==> src/rtl/core/synth_voice_allocator_defines.svh <==
// assertion macros for the voice allocator
`ifndef SYNTH_VOICE_ALLOCATOR_DEFINES_SVH
`define SYNTH_VOICE_ALLOCATOR_DEFINES_SVH

`ifndef SYNTHESIS

// concurrent check on a given clock and active-low reset
`define SVALLOC_ASSERT(lbl, clk, rst_n, prop, msg) \
  lbl: assert property (@(posedge clk) disable iff (!rst_n) (prop)) else $error(msg);

// concurrent check on the block clock and reset
`define SVALLOC_ASSERT_STD(lbl, prop, msg) \
  `SVALLOC_ASSERT(lbl, clk_i, rst_ni, prop, msg)

`else

`define SVALLOC_ASSERT(lbl, clk, rst_n, prop, msg)
`define SVALLOC_ASSERT_STD(lbl, prop, msg)

`endif

`endif

==> src/rtl/core/svalloc_pkg.sv <==
// shared types and constants of the voice allocator
`timescale 1ns / 1ps
`default_nettype none

package svalloc_pkg;

  localparam int unsigned DEF_NUM_VOICES = 8;
  localparam int unsigned DEF_HELD_DEPTH = 16;

  // event codes
  localparam logic [1:0] CMD_NOTE_OFF = 2'd0;
  localparam logic [1:0] CMD_NOTE_ON  = 2'd1;
  localparam logic [1:0] CMD_ALL_OFF  = 2'd2;
  localparam logic [1:0] CMD_REPORT   = 2'd3;

  // voice assignment modes
  localparam logic [1:0] MODE_POLY   = 2'd0;
  localparam logic [1:0] MODE_MONO   = 2'd1;
  localparam logic [1:0] MODE_LEGATO = 2'd2;
  localparam logic [1:0] MODE_RESET  = MODE_LEGATO;

  typedef enum logic [3:0] {
    OP_NONE,
    OP_LATCH,
    OP_DROP_INIT,
    OP_DROP_RD,
    OP_DROP_WR,
    OP_DROP_END,
    OP_POLY_REL,
    OP_MONO_REL,
    OP_TAIL_RD,
    OP_MONO_TAIL,
    OP_SCAN_INIT,
    OP_SCAN_STEP,
    OP_NOTE_ON,
    OP_ALL_OFF,
    OP_REPORT
  } op_e;

  typedef struct packed {
    op_e  op;
    logic emit;
  } dp_cmd_t;

  typedef struct packed {
    logic [1:0] eff_cmd;
    logic [1:0] mode;
    logic       cnt_zero;
    logic       drop_done;
    logic       scan_done;
  } dp_status_t;

endpackage

`default_nettype wire

==> src/rtl/core/synth_voice_allocator.sv <==
// top level of the polyphonic voice allocator
`timescale 1ns / 1ps
`default_nettype none

// Voice allocator for a polyphonic synth. Each input transaction is one event:
// note off, note on, all notes off, or a level report for one voice. Each event
// produces exactly one result transaction naming the voice to start or retune
// and a mask of voices entering release; quiet events return all-zero results.
// In poly mode a note on goes to the released voice with the lowest reported
// level (any voice if none is released), lowest index on ties; mono and legato
// drive voice 0 with last-note priority from a held-note list.
// Timing: one event at a time. Level report, all notes off and non-poly note
// on go from dispatch to emit; a poly note on first runs the voice scan, which
// checks one voice per cycle; a note off first runs the compaction walk over
// the held-list ram, which reads each entry and rewrites those it keeps through
// its single read port; in mono/legato it then reads the list tail when notes
// remain held. A finished result waits in the output register, so the next
// event is accepted while it is stalled. The held-note list needs no clearing
// after reset.
module synth_voice_allocator #(
  parameter int unsigned NUM_VOICES = svalloc_pkg::DEF_NUM_VOICES,
  parameter int unsigned HELD_DEPTH = svalloc_pkg::DEF_HELD_DEPTH
) (
  input  logic        clk_i,
  input  logic        rst_ni,
  // configuration: voice mode register
  input  logic        cfg_we_i,
  input  logic [1:0]  cfg_wdata_i,
  // event input channel
  input  logic        in_valid_i,
  output logic        in_stall_o,
  input  logic [1:0]  cmd_i,
  input  logic [6:0]  note_number_i,
  input  logic [6:0]  note_velocity_i,
  input  logic [2:0]  report_voice_i,
  input  logic [15:0] report_level_i,
  // result output channel
  output logic        out_valid_o,
  input  logic        out_stall_i,
  output logic        start_voice_o,
  output logic        assign_note_o,
  output logic [2:0]  target_index_o,
  output logic [6:0]  target_note_o,
  output logic [6:0]  target_velocity_o,
  output logic        reset_pitch_o,
  output logic [7:0]  release_mask_o
);

  import svalloc_pkg::*;

  // command and status between sequencer and datapath
  dp_cmd_t    ctl;
  dp_status_t sts;

  // sequencer: walks each transaction through the steps its event needs (list
  // compaction, voice scan, update), then hands the result to the output register
  svalloc_ctrl u_ctrl (
    .clk_i       (clk_i),
    .rst_ni      (rst_ni),
    .in_valid_i  (in_valid_i),
    .in_stall_o  (in_stall_o),
    .out_valid_o (out_valid_o),
    .out_stall_i (out_stall_i),
    .sts_i       (sts),
    .ctl_o       (ctl)
  );

  // datapath: voice notes, release flags, levels, held-note ram, results
  svalloc_dp #(
    .NUM_VOICES (NUM_VOICES),
    .HELD_DEPTH (HELD_DEPTH)
  ) u_dp (
    .clk_i             (clk_i),
    .rst_ni            (rst_ni),
    .cfg_we_i          (cfg_we_i),
    .cfg_wdata_i       (cfg_wdata_i),
    .cmd_i             (cmd_i),
    .note_number_i     (note_number_i),
    .note_velocity_i   (note_velocity_i),
    .report_voice_i    (report_voice_i),
    .report_level_i    (report_level_i),
    .ctl_i             (ctl),
    .sts_o             (sts),
    .start_voice_o     (start_voice_o),
    .assign_note_o     (assign_note_o),
    .target_index_o    (target_index_o),
    .target_note_o     (target_note_o),
    .target_velocity_o (target_velocity_o),
    .reset_pitch_o     (reset_pitch_o),
    .release_mask_o    (release_mask_o)
  );

endmodule

`default_nettype wire

==> src/rtl/core/svalloc_ram.sv <==
// generic single-write single-read ram with registered read data
`timescale 1ns / 1ps
`default_nettype none

module svalloc_ram #(
  parameter int unsigned WIDTH = 8,
  parameter int unsigned DEPTH = 16,
  parameter int unsigned AW    = (DEPTH > 1) ? $clog2(DEPTH) : 1
) (
  input  logic             clk_i,
  input  logic             we_i,
  input  logic [AW-1:0]    waddr_i,
  input  logic [WIDTH-1:0] wdata_i,
  input  logic [AW-1:0]    raddr_i,
  output logic [WIDTH-1:0] rdata_o
);

  logic [WIDTH-1:0] mem_q [DEPTH];
  logic [WIDTH-1:0] rdata_q;

  always_ff @(posedge clk_i) begin
    if (we_i) begin
      mem_q[waddr_i] <= wdata_i;
    end
    rdata_q <= mem_q[raddr_i];
  end

  assign rdata_o = rdata_q;

endmodule

`default_nettype wire

==> src/rtl/core/svalloc_ctrl.sv <==
// sequencing state machine of the voice allocator
`timescale 1ns / 1ps
`default_nettype none
`include "synth_voice_allocator_defines.svh"

module svalloc_ctrl (
  input  logic                    clk_i,
  input  logic                    rst_ni,
  input  logic                    in_valid_i,
  output logic                    in_stall_o,
  output logic                    out_valid_o,
  input  logic                    out_stall_i,
  input  svalloc_pkg::dp_status_t sts_i,
  output svalloc_pkg::dp_cmd_t    ctl_o
);

  import svalloc_pkg::*;

  typedef enum logic [2:0] {
    ST_IDLE,
    ST_DISPATCH,
    ST_DROP_RD,
    ST_DROP_WR,
    ST_OFF_ACT,
    ST_TAIL_WAIT,
    ST_SCAN,
    ST_EMIT
  } state_e;

  state_e  state_q, state_d;
  logic    out_valid_q, out_valid_d;
  dp_cmd_t ctl;

  always_comb begin
    state_d     = state_q;
    out_valid_d = out_valid_q;
    ctl.op      = OP_NONE;
    ctl.emit    = 1'b0;
    if (out_valid_q && !out_stall_i) begin
      out_valid_d = 1'b0;
    end
    case (state_q)
      ST_IDLE: begin
        if (in_valid_i) begin
          ctl.op  = OP_LATCH;
          state_d = ST_DISPATCH;
        end
      end
      ST_DISPATCH: begin
        case (sts_i.eff_cmd)
          CMD_NOTE_OFF: begin
            ctl.op  = OP_DROP_INIT;
            state_d = ST_DROP_RD;
          end
          CMD_NOTE_ON: begin
            if (sts_i.mode == MODE_POLY) begin
              ctl.op  = OP_SCAN_INIT;
              state_d = ST_SCAN;
            end else begin
              ctl.op  = OP_NOTE_ON;
              state_d = ST_EMIT;
            end
          end
          CMD_ALL_OFF: begin
            ctl.op  = OP_ALL_OFF;
            state_d = ST_EMIT;
          end
          default: begin
            ctl.op  = OP_REPORT;
            state_d = ST_EMIT;
          end
        endcase
      end
      ST_DROP_RD: begin
        if (sts_i.drop_done) begin
          ctl.op  = OP_DROP_END;
          state_d = ST_OFF_ACT;
        end else begin
          ctl.op  = OP_DROP_RD;
          state_d = ST_DROP_WR;
        end
      end
      ST_DROP_WR: begin
        ctl.op  = OP_DROP_WR;
        state_d = ST_DROP_RD;
      end
      ST_OFF_ACT: begin
        case (sts_i.mode)
          MODE_POLY: begin
            ctl.op  = OP_POLY_REL;
            state_d = ST_EMIT;
          end
          MODE_MONO, MODE_LEGATO: begin
            if (sts_i.cnt_zero) begin
              ctl.op  = OP_MONO_REL;
              state_d = ST_EMIT;
            end else begin
              ctl.op  = OP_TAIL_RD;
              state_d = ST_TAIL_WAIT;
            end
          end
          default: begin
            state_d = ST_EMIT;
          end
        endcase
      end
      ST_TAIL_WAIT: begin
        ctl.op  = OP_MONO_TAIL;
        state_d = ST_EMIT;
      end
      ST_SCAN: begin
        if (sts_i.scan_done) begin
          ctl.op  = OP_NOTE_ON;
          state_d = ST_EMIT;
        end else begin
          ctl.op  = OP_SCAN_STEP;
        end
      end
      ST_EMIT: begin
        if (!out_valid_q || !out_stall_i) begin
          ctl.emit    = 1'b1;
          out_valid_d = 1'b1;
          state_d     = ST_IDLE;
        end
      end
      default: begin
        state_d = ST_IDLE;
      end
    endcase
  end

  always_ff @(posedge clk_i or negedge rst_ni) begin
    if (!rst_ni) begin
      state_q     <= ST_IDLE;
      out_valid_q <= 1'b0;
    end else begin
      state_q     <= state_d;
      out_valid_q <= out_valid_d;
    end
  end

  assign in_stall_o  = (state_q != ST_IDLE);
  assign out_valid_o = out_valid_q;
  assign ctl_o       = ctl;

  `SVALLOC_ASSERT_STD(a_accept_dispatch, (in_valid_i && !in_stall_o) |=> (state_q == ST_DISPATCH), "accepted transaction not dispatched")
  `SVALLOC_ASSERT_STD(a_emit_valid, (state_q == ST_EMIT && (!out_valid_q || !out_stall_i)) |=> out_valid_q, "emitted result not presented")
  `SVALLOC_ASSERT_STD(a_stalled_result_held, (out_valid_q && out_stall_i) |=> out_valid_q, "stalled result dropped")

endmodule

`default_nettype wire

==> src/rtl/core/svalloc_dp.sv <==
// voice state, held-note list and result registers of the voice allocator
`timescale 1ns / 1ps
`default_nettype none
`include "synth_voice_allocator_defines.svh"

module svalloc_dp #(
  parameter int unsigned NUM_VOICES = svalloc_pkg::DEF_NUM_VOICES,
  parameter int unsigned HELD_DEPTH = svalloc_pkg::DEF_HELD_DEPTH
) (
  input  logic                    clk_i,
  input  logic                    rst_ni,
  input  logic                    cfg_we_i,
  input  logic [1:0]              cfg_wdata_i,
  input  logic [1:0]              cmd_i,
  input  logic [6:0]              note_number_i,
  input  logic [6:0]              note_velocity_i,
  input  logic [2:0]              report_voice_i,
  input  logic [15:0]             report_level_i,
  input  svalloc_pkg::dp_cmd_t    ctl_i,
  output svalloc_pkg::dp_status_t sts_o,
  output logic                    start_voice_o,
  output logic                    assign_note_o,
  output logic [2:0]              target_index_o,
  output logic [6:0]              target_note_o,
  output logic [6:0]              target_velocity_o,
  output logic                    reset_pitch_o,
  output logic [7:0]              release_mask_o
);

  import svalloc_pkg::*;

  localparam int unsigned VW = (NUM_VOICES > 1) ? $clog2(NUM_VOICES) : 1;
  localparam int unsigned SW = $clog2(NUM_VOICES + 1);
  localparam int unsigned AW = (HELD_DEPTH > 1) ? $clog2(HELD_DEPTH) : 1;
  localparam int unsigned CW = $clog2(HELD_DEPTH + 1);

  // control state
  logic [1:0]            mode_q, mode_d;
  logic [CW-1:0]         cnt_q, cnt_d;
  logic [CW-1:0]         rd_q, rd_d;
  logic [CW-1:0]         wr_q, wr_d;
  logic [SW-1:0]         si_q, si_d;
  logic [6:0]            vnote_q [NUM_VOICES];
  logic [6:0]            vnote_d [NUM_VOICES];
  logic [NUM_VOICES-1:0] vrel_q, vrel_d;
  logic [15:0]           vlvl_q [NUM_VOICES];
  logic [15:0]           vlvl_d [NUM_VOICES];

  // transaction payload and working values
  logic [1:0]            cmd_q, cmd_d;
  logic [6:0]            note_q, note_d;
  logic [6:0]            vel_q, vel_d;
  logic [2:0]            rv_q, rv_d;
  logic [15:0]           lvl_q, lvl_d;
  logic [VW-1:0]         best_q, best_d;
  logic                  best_rel_q, best_rel_d;
  logic [15:0]           best_lvl_q, best_lvl_d;
  logic                  rs_start_q, rs_start_d;
  logic                  rs_assign_q, rs_assign_d;
  logic [VW-1:0]         rs_idx_q, rs_idx_d;
  logic [6:0]            rs_note_q, rs_note_d;
  logic [6:0]            rs_vel_q, rs_vel_d;
  logic                  rs_rp_q, rs_rp_d;
  logic [NUM_VOICES-1:0] rs_rel_q, rs_rel_d;

  // output register
  logic                  o_start_q;
  logic                  o_assign_q;
  logic [VW-1:0]         o_idx_q;
  logic [6:0]            o_note_q;
  logic [6:0]            o_vel_q;
  logic                  o_rp_q;
  logic [NUM_VOICES-1:0] o_rel_q;

  // held-note list memory
  logic          ram_we;
  logic [AW-1:0] ram_waddr;
  logic [6:0]    ram_wdata;
  logic [AW-1:0] ram_raddr;
  logic [6:0]    ram_rdata;

  logic [CW-1:0] tail_cnt;
  logic [VW-1:0] scan_idx;
  logic [VW-1:0] rv_idx;
  logic [VW-1:0] tidx;
  logic          rv_ok;
  logic          push_ok;
  logic          scan_upd;

  assign tail_cnt = cnt_q - CW'(1);
  assign scan_idx = si_q[VW-1:0];
  assign rv_idx   = VW'(rv_q);
  assign rv_ok    = (32'(rv_q) < NUM_VOICES);
  assign push_ok  = (cnt_q < CW'(HELD_DEPTH));
  assign tidx     = (mode_q == MODE_POLY) ? best_q : '0;

  // released voices win over held ones, then the lower level, then the lower index
  assign scan_upd = (vrel_q[scan_idx] == best_rel_q) ? (vlvl_q[scan_idx] < best_lvl_q)
                                                     : vrel_q[scan_idx];

  always_comb begin
    ram_raddr = (ctl_i.op == OP_TAIL_RD) ? tail_cnt[AW-1:0] : rd_q[AW-1:0];
    ram_we    = 1'b0;
    ram_waddr = wr_q[AW-1:0];
    ram_wdata = ram_rdata;
    if (ctl_i.op == OP_DROP_WR && ram_rdata != note_q) begin
      ram_we = 1'b1;
    end else if (ctl_i.op == OP_NOTE_ON && push_ok) begin
      ram_we    = 1'b1;
      ram_waddr = cnt_q[AW-1:0];
      ram_wdata = note_q;
    end
  end

  always_comb begin
    logic nst;
    logic nas;
    logic nrp;
    nst         = 1'b0;
    nas         = 1'b0;
    nrp         = 1'b0;
    mode_d      = cfg_we_i ? cfg_wdata_i : mode_q;
    cnt_d       = cnt_q;
    rd_d        = rd_q;
    wr_d        = wr_q;
    si_d        = si_q;
    vnote_d     = vnote_q;
    vrel_d      = vrel_q;
    vlvl_d      = vlvl_q;
    cmd_d       = cmd_q;
    note_d      = note_q;
    vel_d       = vel_q;
    rv_d        = rv_q;
    lvl_d       = lvl_q;
    best_d      = best_q;
    best_rel_d  = best_rel_q;
    best_lvl_d  = best_lvl_q;
    rs_start_d  = rs_start_q;
    rs_assign_d = rs_assign_q;
    rs_idx_d    = rs_idx_q;
    rs_note_d   = rs_note_q;
    rs_vel_d    = rs_vel_q;
    rs_rp_d     = rs_rp_q;
    rs_rel_d    = rs_rel_q;
    case (ctl_i.op)
      OP_LATCH: begin
        // note on with zero velocity is handled as note off
        cmd_d       = (cmd_i == CMD_NOTE_ON && note_velocity_i == 7'd0) ? CMD_NOTE_OFF
                                                                         : cmd_i;
        note_d      = note_number_i;
        vel_d       = note_velocity_i;
        rv_d        = report_voice_i;
        lvl_d       = report_level_i;
        rs_start_d  = 1'b0;
        rs_assign_d = 1'b0;
        rs_idx_d    = '0;
        rs_note_d   = '0;
        rs_vel_d    = '0;
        rs_rp_d     = 1'b0;
        rs_rel_d    = '0;
      end
      OP_DROP_INIT: begin
        rd_d = '0;
        wr_d = '0;
      end
      OP_DROP_WR: begin
        rd_d = rd_q + CW'(1);
        if (ram_rdata != note_q) begin
          wr_d = wr_q + CW'(1);
        end
      end
      OP_DROP_END: begin
        cnt_d = wr_q;
      end
      OP_POLY_REL: begin
        for (int i = 0; i < NUM_VOICES; i++) begin
          if (vnote_q[i] == note_q) begin
            vrel_d[i]   = 1'b1;
            rs_rel_d[i] = 1'b1;
          end
        end
      end
      OP_MONO_REL: begin
        vrel_d[0]   = 1'b1;
        rs_rel_d[0] = 1'b1;
      end
      OP_MONO_TAIL: begin
        rs_assign_d = 1'b1;
        rs_note_d   = ram_rdata;
        vnote_d[0]  = ram_rdata;
      end
      OP_SCAN_INIT: begin
        best_d     = '0;
        best_rel_d = vrel_q[0];
        best_lvl_d = vlvl_q[0];
        si_d       = SW'(1);
      end
      OP_SCAN_STEP: begin
        if (scan_upd) begin
          best_d     = scan_idx;
          best_rel_d = vrel_q[scan_idx];
          best_lvl_d = vlvl_q[scan_idx];
        end
        si_d = si_q + SW'(1);
      end
      OP_NOTE_ON: begin
        case (mode_q)
          MODE_POLY: begin
            nst = 1'b1;
            nas = 1'b1;
            nrp = 1'b1;
          end
          MODE_MONO: begin
            nst = 1'b1;
            nas = 1'b1;
          end
          MODE_LEGATO: begin
            nas = 1'b1;
            nst = (cnt_q == '0);
            nrp = (cnt_q == '0);
          end
          default: begin
            nas = 1'b0;
          end
        endcase
        rs_start_d  = nst;
        rs_assign_d = nas;
        rs_rp_d     = nrp;
        if (nas) begin
          rs_idx_d      = tidx;
          rs_note_d     = note_q;
          vnote_d[tidx] = note_q;
          if (nst) begin
            rs_vel_d     = vel_q;
            vrel_d[tidx] = 1'b0;
          end
        end
        if (push_ok) begin
          cnt_d = cnt_q + CW'(1);
        end
      end
      OP_ALL_OFF: begin
        vrel_d   = '1;
        rs_rel_d = '1;
      end
      OP_REPORT: begin
        if (rv_ok) begin
          vlvl_d[rv_idx] = lvl_q;
        end
      end
      default: begin
        cnt_d = cnt_q;
      end
    endcase
  end

  always_ff @(posedge clk_i or negedge rst_ni) begin
    if (!rst_ni) begin
      mode_q <= MODE_RESET;
      cnt_q  <= '0;
      rd_q   <= '0;
      wr_q   <= '0;
      si_q   <= '0;
      vrel_q <= '1;
      for (int i = 0; i < NUM_VOICES; i++) begin
        vnote_q[i] <= '0;
        vlvl_q[i]  <= '0;
      end
    end else begin
      mode_q  <= mode_d;
      cnt_q   <= cnt_d;
      rd_q    <= rd_d;
      wr_q    <= wr_d;
      si_q    <= si_d;
      vrel_q  <= vrel_d;
      vnote_q <= vnote_d;
      vlvl_q  <= vlvl_d;
    end
  end

  always_ff @(posedge clk_i) begin
    cmd_q       <= cmd_d;
    note_q      <= note_d;
    vel_q       <= vel_d;
    rv_q        <= rv_d;
    lvl_q       <= lvl_d;
    best_q      <= best_d;
    best_rel_q  <= best_rel_d;
    best_lvl_q  <= best_lvl_d;
    rs_start_q  <= rs_start_d;
    rs_assign_q <= rs_assign_d;
    rs_idx_q    <= rs_idx_d;
    rs_note_q   <= rs_note_d;
    rs_vel_q    <= rs_vel_d;
    rs_rp_q     <= rs_rp_d;
    rs_rel_q    <= rs_rel_d;
    if (ctl_i.emit) begin
      o_start_q  <= rs_start_q;
      o_assign_q <= rs_assign_q;
      o_idx_q    <= rs_idx_q;
      o_note_q   <= rs_note_q;
      o_vel_q    <= rs_vel_q;
      o_rp_q     <= rs_rp_q;
      o_rel_q    <= rs_rel_q;
    end
  end

  svalloc_ram #(
    .WIDTH (7),
    .DEPTH (HELD_DEPTH),
    .AW    (AW)
  ) u_held_ram (
    .clk_i   (clk_i),
    .we_i    (ram_we),
    .waddr_i (ram_waddr),
    .wdata_i (ram_wdata),
    .raddr_i (ram_raddr),
    .rdata_o (ram_rdata)
  );

  assign sts_o.eff_cmd   = cmd_q;
  assign sts_o.mode      = mode_q;
  assign sts_o.cnt_zero  = (cnt_q == '0);
  assign sts_o.drop_done = (rd_q == cnt_q);
  assign sts_o.scan_done = (si_q == SW'(NUM_VOICES));

  assign start_voice_o     = o_start_q;
  assign assign_note_o     = o_assign_q;
  assign target_index_o    = 3'(o_idx_q);
  assign target_note_o     = o_note_q;
  assign target_velocity_o = o_vel_q;
  assign reset_pitch_o     = o_rp_q;
  assign release_mask_o    = 8'(o_rel_q);

  `SVALLOC_ASSERT_STD(a_compact_order, wr_q <= rd_q, "compaction write pointer passed read pointer")
  `SVALLOC_ASSERT_STD(a_count_bound, cnt_q <= HELD_DEPTH, "held-note count beyond list depth")
  `SVALLOC_ASSERT_STD(a_drop_shrinks, (ctl_i.op == OP_DROP_END) |=> (cnt_q <= $past(cnt_q)), "note removal grew the held list")

endmodule

`default_nettype wire
==> config.mk <==
export PLATFORM = sky130hd
export DESIGN_NAME = synth_voice_allocator
export DESIGN_NICKNAME = d
export VERILOG_FILES = /design/src/rtl/core/svalloc_pkg.sv /design/src/rtl/core/synth_voice_allocator.sv /design/src/rtl/core/svalloc_ram.sv /design/src/rtl/core/svalloc_ctrl.sv /design/src/rtl/core/svalloc_dp.sv
export VERILOG_INCLUDE_DIRS = /design/src /design/src/rtl/core
export SDC_FILE = /design/constraint.sdc
export NUM_CORES = 1
export LEC_CHECK = 0
export ABC_AREA = 1
export BUFFER_PORTS_ARGS = -buffer_cell sky130_fd_sc_hd__buf_2
export CAP_MARGIN = 0
export CORE_UTILIZATION = 47
export DETAILED_ROUTE_END_ITERATION = 6
export MAX_ROUTING_LAYER = met4
export PLACE_DENSITY = 0.66
export SLEW_MARGIN = 20
export SYNTH_ARGS = -nofsm -noshare
export SYNTH_HDL_FRONTEND = slang
export SYNTH_SLANG_ARGS = --single-unit
==> constraint.sdc <==
create_clock -name clk_i -period 4.3 [get_ports clk_i]
set_input_delay 0.86 -clock clk_i [delete_from_list [all_inputs] [get_ports clk_i]]
set_output_delay 0.86 -clock clk_i [all_outputs]
set_load 0.01 [all_outputs]
* After elaboration in Yosys (flattened, before gate mapping)
Memories as Yosys holds them, arrays and structs flattened. A register that Yosys moved wholly into a read port is not among the register bits.
Index checks and enable logic that the tools add are counted.
** Word-level totals
- Register bits after elaboration :: 328
- RAM bits :: 112
- Bits of input ports :: 42
- Output and inout port bits :: 30
- Memories kept :: 1
** Memory list
- u_dp.u_held_ram.mem_q :: words 16, width 7, rd ports 1, clocked after memory_dff 1, write ports 1, line svalloc_ram.sv:18 : logic [WIDTH-1:0] mem_q [DEPTH];
** Operators by class
- $add $sub $neg :: 5
- $lt $le $gt $ge :: 10
- Eq/ne operators :: 53
- Mux-type cells :: 89
- Bitwise logic cells :: 5
- Reductions and logical operators :: 55
** Operators with widths (count)
- bitwise mux 128 bit :: 1
- two-way mux 16 bit :: 4
- one-hot mux 7 bit (3 select lines) :: 3
- bitwise mux 56 bit :: 1
- equality test 7 bit :: 8
- two-way mux 56 bit :: 1
- binary-select mux 16 bit (select 3 bit) :: 1
- demux 16 bit (select 3 bit) :: 1
- two-way mux 7 bit :: 6
- two-way mux 3 bit :: 11
- equality test 4 bit, second input constant :: 8
- one-hot mux 16 bit (2 select lines) :: 1
- AND reduction 4 bit :: 8
- one-hot mux 5 bit (2 select lines) :: 3
- AND reduction 2 bit :: 15
- one-hot mux 4 bit (7 select lines) :: 1
- one-hot mux 7 bit (2 select lines) :: 2
- two-way mux 1 bit :: 26
- one-hot mux 3 bit (8 select lines) :: 1
- != test 2 x 1 -> 1 bit, second input constant :: 11
- demux 7 bit (select 3 bit) :: 1
- one-hot mux 3 bit (2 select lines) :: 3
- nonzero test 3 bit :: 6
- equality test 4 x 3 -> 1 bit, second input constant :: 4
- other kinds (44) :: 90

* Depth between registers and ports, before layout
- Depth after elaboration :: 11
- Depth in mapped cells :: 23
- Depth with buffers taken out :: 18

* By module
From an unflattened synthesis, not the netlist that was laid out.
** Second synthesis, totals
- Cell total of the unflattened synthesis :: 2109
- Area total of the unflattened synthesis :: 20155.6 sq um
** Modules (own cells, without submodules)
- svalloc_dp :: instances 1, cells an instance 1536, area each 14599.0 sq um
- svalloc_ram :: instances 1, cells an instance 487, area each 5032.3 sq um
- svalloc_ctrl :: instances 1, cells an instance 86, area each 524.3 sq um

* Least setup slack after synthesis
Ideal clock, no wire load.
- Path type :: input to register
- Start point :: input in_valid_i
- End point :: memory u_dp.u_held_ram.mem_q[7][0] (enable)
- Setup time :: 0.360 ns
- Arrival :: 3.904 ns
- Required time :: 3.940 ns
- Path slack :: 0.035 ns
- Cell stages on the path :: 13
- Cells stage by stage :: inv_1 -> nor2_1 -> nor2_1 -> nand3_1 -> nor2_4 -> nand2_4 -> inv_2 -> nand2_2 -> buf_6 -> nand2_1 -> o21ai_2 -> nand3_1 -> nor2_1
** Between the ends
- Word-level cells in the longest chain between the ends :: 8
- Elaborated cells between the ends (all ways) :: 12
- Those cells by class :: eq/ne: 2; mux: 8; reduce/logical: 2
** Ends and longest elaborated chain
- start: declaration :: line synth_voice_allocator.sv:30 : input logic in_valid_i,
- two-way mux 1 bit (*) :: line svalloc_ctrl.sv:44 : if (in_valid_i) begin
- one-hot mux 4 bit (7 select lines) (*) :: line svalloc_ctrl.sv:42 : case (state_q)
- equality test 4 bit :: line svalloc_dp.sv:108 : end else if (ctl_i.op == OP_NOTE_ON && push_ok) begin
- logical AND 1 bit :: line svalloc_dp.sv:108
- two-way mux 1 bit :: line svalloc_dp.sv:108
- two-way mux 1 bit :: line svalloc_dp.sv:106 : if (ctl_i.op == OP_DROP_WR && ram_rdata != note_q) begin
- two-way mux 1 bit :: line svalloc_ram.sv:22 : if (we_i) begin
- two-way mux 1 bit (not written as such) :: line svalloc_ram.sv:23 : mem_q[waddr_i] <= wdata_i;
- end: declaration :: line svalloc_ram.sv:18
Every way passes the cells marked *; elsewhere a longest branch is shown, timed or not.

* Final worst setup path
- Start point :: register u_dp.cnt_q[0]
- End point :: memory u_dp.u_held_ram.mem_q[7][3] (enable)
** Between the ends
- Word-level cells in the longest chain between the ends :: 10
- Elaborated cells between the ends (all ways) :: 17
- Those cells by class :: order compare: 1; eq/ne: 3; mux: 10; reduce/logical: 3
** Ends and longest elaborated chain
- start: declaration :: line svalloc_dp.sv:39 : logic [CW-1:0] cnt_q, cnt_d;
- start signal: assignment :: line svalloc_dp.sv:271 : cnt_q <= cnt_d;
- zero test 5 bit :: line svalloc_dp.sv:323 : assign sts_o.cnt_zero = (cnt_q == '0);
- two-way mux 4 bit :: line svalloc_ctrl.sv:94 : if (sts_i.cnt_zero) begin
- one-hot mux 4 bit (2 select lines) :: line svalloc_ctrl.sv:88 : case (sts_i.mode)
- one-hot mux 4 bit (7 select lines) :: line svalloc_ctrl.sv:42
- equality test 4 bit :: line svalloc_dp.sv:108
- logical AND 1 bit :: line svalloc_dp.sv:108
- two-way mux 1 bit :: line svalloc_dp.sv:108
- two-way mux 1 bit :: line svalloc_dp.sv:106
- two-way mux 1 bit :: line svalloc_ram.sv:22
- two-way mux 1 bit (not written as such) :: line svalloc_ram.sv:23
Several ways; a longest one is shown, not always the timed one.

==> key figures <==
Placement
  – Total cell area at the placement stage: 21100 um^2
  – Total of buffers placed on input and output ports: 71
  – HPWL reported at the end of detailed placement: 30.2 mm
  – Final weighted congestion in routability-driven placement: 0.862

Clock network
  – Hold_buf cts: 0
  – Maximum clock path buffer count: 3
  – H-tree level count: 2
  – Number of gates given a new drive strength after cts: 0
  – Clock tree from TritonCTS: done
  – Master cell of the clock root buffer: sky130_fd_sc_hd__clkbuf_16
  – Sink count of the clock tree: 447
  – Clock buffers created by TritonCTS: 48
  – Post-CTS repair timing setup buffer count: 0
  – Clock latency at the later pin of the worst-skew pair: 0.59 ns
  – Clock slew seen by the registers of the worst setup and hold paths: 0.06 ns

Yosys
  – Syn_nets: 2158
  – Syn Area/Cell: 9.69 um^2
  – Ranking of synthesized cells by instance count: sky130_fd_sc_hd__nand2_1, sky130_fd_sc_hd__o21ai_0, sky130_fd_sc_hd__edfxtp_1
  – Share of the synthesized area in the top cell type: 33.1%
  – Ranking of synthesized cells by area: sky130_fd_sc_hd__edfxtp_1, sky130_fd_sc_hd__dfrtp_1, sky130_fd_sc_hd__nand2_1, sky130_fd_sc_hd__o21ai_0, sky130_fd_sc_hd__inv_1
  – Synth Warn #: 0
  – Post-synth EDFFs: 223
  – Dominant cell by count in the synthesized netlist: sky130_fd_sc_hd__nand2_1
  – Gate Count Post-Synth: 2090
  – Synth Cell Area: 20300 um^2
  – Post-synthesis async set-or-reset flop share: 48.5%
  – Sequential share of the synthesized area: 60.6%
  – Number of distinct library cell variants in the gate-level netlist after synthesis: 46
  – Count of state elements after synthesis: 447
  – Most frequently used flop master after synthesis: sky130_fd_sc_hd__edfxtp_1
  – Cell type contributing the most total cell area after synthesis: sky130_fd_sc_hd__edfxtp_1

STA
  – Max-slew violations: 0
  – Maximum operating frequency: 0.268 GHz
  – Setup violation total in the final timing report: 0
  – Worst slew margin relative to its limit: 29.0%
  – Crit path time final: 3.74 ns
  – Setup total negative slack: 0 ns
  – Hold slack: 0.311 ns
  – Hold Violations, Final: 0
  – Worst Max-Slew Pin Slew: 1.05 ns
  – RSZ-0062 raised after global routing: no
  – Final setup skew: 0.0337 ns
  – Final clock period utilization by the worst path: 86.9%

Detailed routing
  – Length of the first detailed-routing pass in iterations: 6
  – Detailed-route DRC error count: 0
  – WL/cell: 17.1 um
  – Number of routed nets with antenna violations: 0
  – DRC marker count from the first detailed-route iteration: 1088
  – DRT Wirelength: 46.6 mm
  – Via density per instance: 5.34
  – Routed vias: 14500

Setup path
  – Maximum fanout along the worst path: 24
  – Series of cell instances along the critical path: inv_1 > ha_1 > inv_1 > nor2_1 > nand3_1 > o21ai_1 > nor2_1 > nand2_2 > inv_2 > nor2_2 > nand2_4 > inv_2 > nand2_2 > nand2_1 > nand3_1 > nor2_1
  – Maximum cell stage delay along the critical path: 0.58 ns
  – Critical path class: register to register
  – Slowest-stage cell, CP: sky130_fd_sc_hd__nor2_1
  – CP endpoint kind: register
  – Crit path arrival time: 3.96 ns
  – Cell mode on critical path: sky130_fd_sc_hd__nor2_1
  – Reg-to-reg slack, setup: 0.56 ns
  – CP Data Required Time: 4.52 ns
  – Crit start category: register

Power
  – Share of total power in sequential cells: 38.5%
  – Largest voltage drop on the vdd net: 0.000370 V
  – Pint: 0.0101 W
  – Part of the total power dissipated in the clock network: 24.2%
  – Ratio of total power to cell area: 731 nW/um^2
  – Net switching component of the power: 0.00652 W
  – Switching part of the total: 39.3%
  – Comb power frac: 37.3%
  – Leakage power figure: 9.80 nW
  – Overall power: 0.0166 W

Die
  – Number of placement rows: 75
  – Die outline width: 210 um
  – Height of the chip: 210 um
  – # IOs: 72
  – Die area: 43900 um^2
  – Core outline area: 42200 um^2
  – Initial Utilization: 48.0%

Global routing
  – Number of antenna violations at the first check in global routing: 0
  – Wire length of the first global-routing pass: 75.6 mm
  – Grt ovf: 0
  – Via count of the first global-routing pass: 13800
  – Maximum number of pins on one net before global-route repair: 86
  – Global Route Usage Sum: 22.5%

Min path
  – Worst min path class: input pin to asynchronous set/reset pin

Status
  – Outcome: finished, final reports clean

Layout
  – Post-Layout Inst Area: 22700 um^2
  – FILL cells: 3759
  – Final core occ: 53.7%
  – P&R area growth vs syn: 12.0%
  – Net count reported at finish: 2212
  – Diode count: 0
  – Layout cells sized above 1: 10.8%

Run
  – Max-cap violation count: 0
==> placed cells by master, fill, tap and decap left out, types with 34 or more instances in the layout <==
cell                        Yosys  final
sky130_fd_sc_hd__buf_2         25     70
sky130_fd_sc_hd__clkbuf_16      0     51
sky130_fd_sc_hd__dfrtp_1      208    207
sky130_fd_sc_hd__edfxtp_1     223    223
sky130_fd_sc_hd__inv_1        213    212
sky130_fd_sc_hd__nand2_1      427    427
sky130_fd_sc_hd__nand3_1      140    140
sky130_fd_sc_hd__nor2_1       167    166
sky130_fd_sc_hd__o21ai_0      239    232
sky130_fd_sc_hd__o21ai_1       69     76
sky130_fd_sc_hd__xnor2_1       38     38
sky130_fd_sc_hd__xor2_1        34     34
==> power groups by stage <==
stage	Combinational (W)	Clock (W)	Sequential, W
floorplan	0.00445	0	0.00628
global placement	0.00609	0	0.00644
detailed placement	0.00619	0	0.00646
CTS	0.00621	0.00410	0.00638
global route	0.00702	0.00426	0.00648
finish	0.00618	0.00401	0.00639
==> sequential cells by signal (all words and copies together), names as in the netlist, 7 cells and up <==
name                     count
u_dp.rs_vel_q                7
u_dp.lvl_q                  16
u_dp.vel_q                   7
u_dp.release_mask_o          8
u_dp.rs_rel_q                8
u_dp.u_held_ram.rdata_o      7
u_dp.u_held_ram.mem_q      112
u_dp.target_velocity_o       7
u_dp.note_q                  7
u_dp.target_note_o           7
u_dp.rs_note_q               7
u_dp.vrel_q                  8
u_dp.vnote_q                56
u_dp.best_lvl_q             16
u_dp.vlvl_q                128
==> final cells by class <==
cell class | count | area, um^2 | area share [%]
multi-input combinational | 1321 | 6720 | 29.7
tap | 539 | 674 | 2.97
clock inverter | 21 | 144 | 0.635
inverter | 227 | 852 | 3.76
timing repair buffer | 99 | 587 | 2.59
sequential | 447 | 12300 | 54.2
clock buffer | 69 | 1410 | 6.24
==> through the flow <==
stage	setup WS, ns	std cells
finish	0.563	2723
global route	0.235	2723
CTS	0.640	2723
detailed placement	0.664	2633
global placement	0.736	2633
floorplan	0.0355	2090
==> metal layers <==
layer | track usage (%) | vias to the layer above | share of wire (%)
met4 | 6.80 | 0 | 2.1
met2 | 33.1 | 415 | 44
met5 | - | - | 0
met3 | 3.13 | 69 | 5.7
li1 | - | 7099 | -
met1 | 32.4 | 6950 | 48
==> critical path: cells and delay by family (launching register included) <==
family,cells,cell delay [ns]
AO/OA/AOI/OAI,1,0.18
adder cells (fa/ha/maj),1,0.18
buffers and inverters,4,0.37
flip-flops,1,0.46
AND/OR/NAND/NOR,10,2.16
==> worst paths after layout <==
| kind | startpoint | end | cells past startpoint |
|---|---|---|---|
| min in group clk_i | u_dp.rs_note_q[0] | u_dp.target_note_o[0] | 0 |
| max in group asynchronous | rst_ni | u_dp.mode_q[1] | 2 |
| worst min-delay path | rst_ni | u_dp.vlvl_q[40] | 1 |
| worst max register to register | u_dp.cnt_q[0] | u_dp.u_held_ram.mem_q[7][3] | 16 |
| worst max-delay path | u_dp.cnt_q[0] | u_dp.u_held_ram.mem_q[7][3] | 16 |
| worst min register to register | u_dp.rs_note_q[0] | u_dp.target_note_o[0] | 0 |
==> cell families (layout without fill, tap and decap cells) <==
group	Yosys count	in the layout	share of synthesized area (%)
buffers and inverters	322	416	6.23
XOR/XNOR	72	72	3.11
AO/OA/AOI/OAI	410	410	10.9
AND/OR/NAND/NOR	813	813	17.5
flip-flops	447	447	60.6
adder cells (fa/ha/maj)	26	26	1.61
Note: power is estimated with default switching activity, not from simulation.
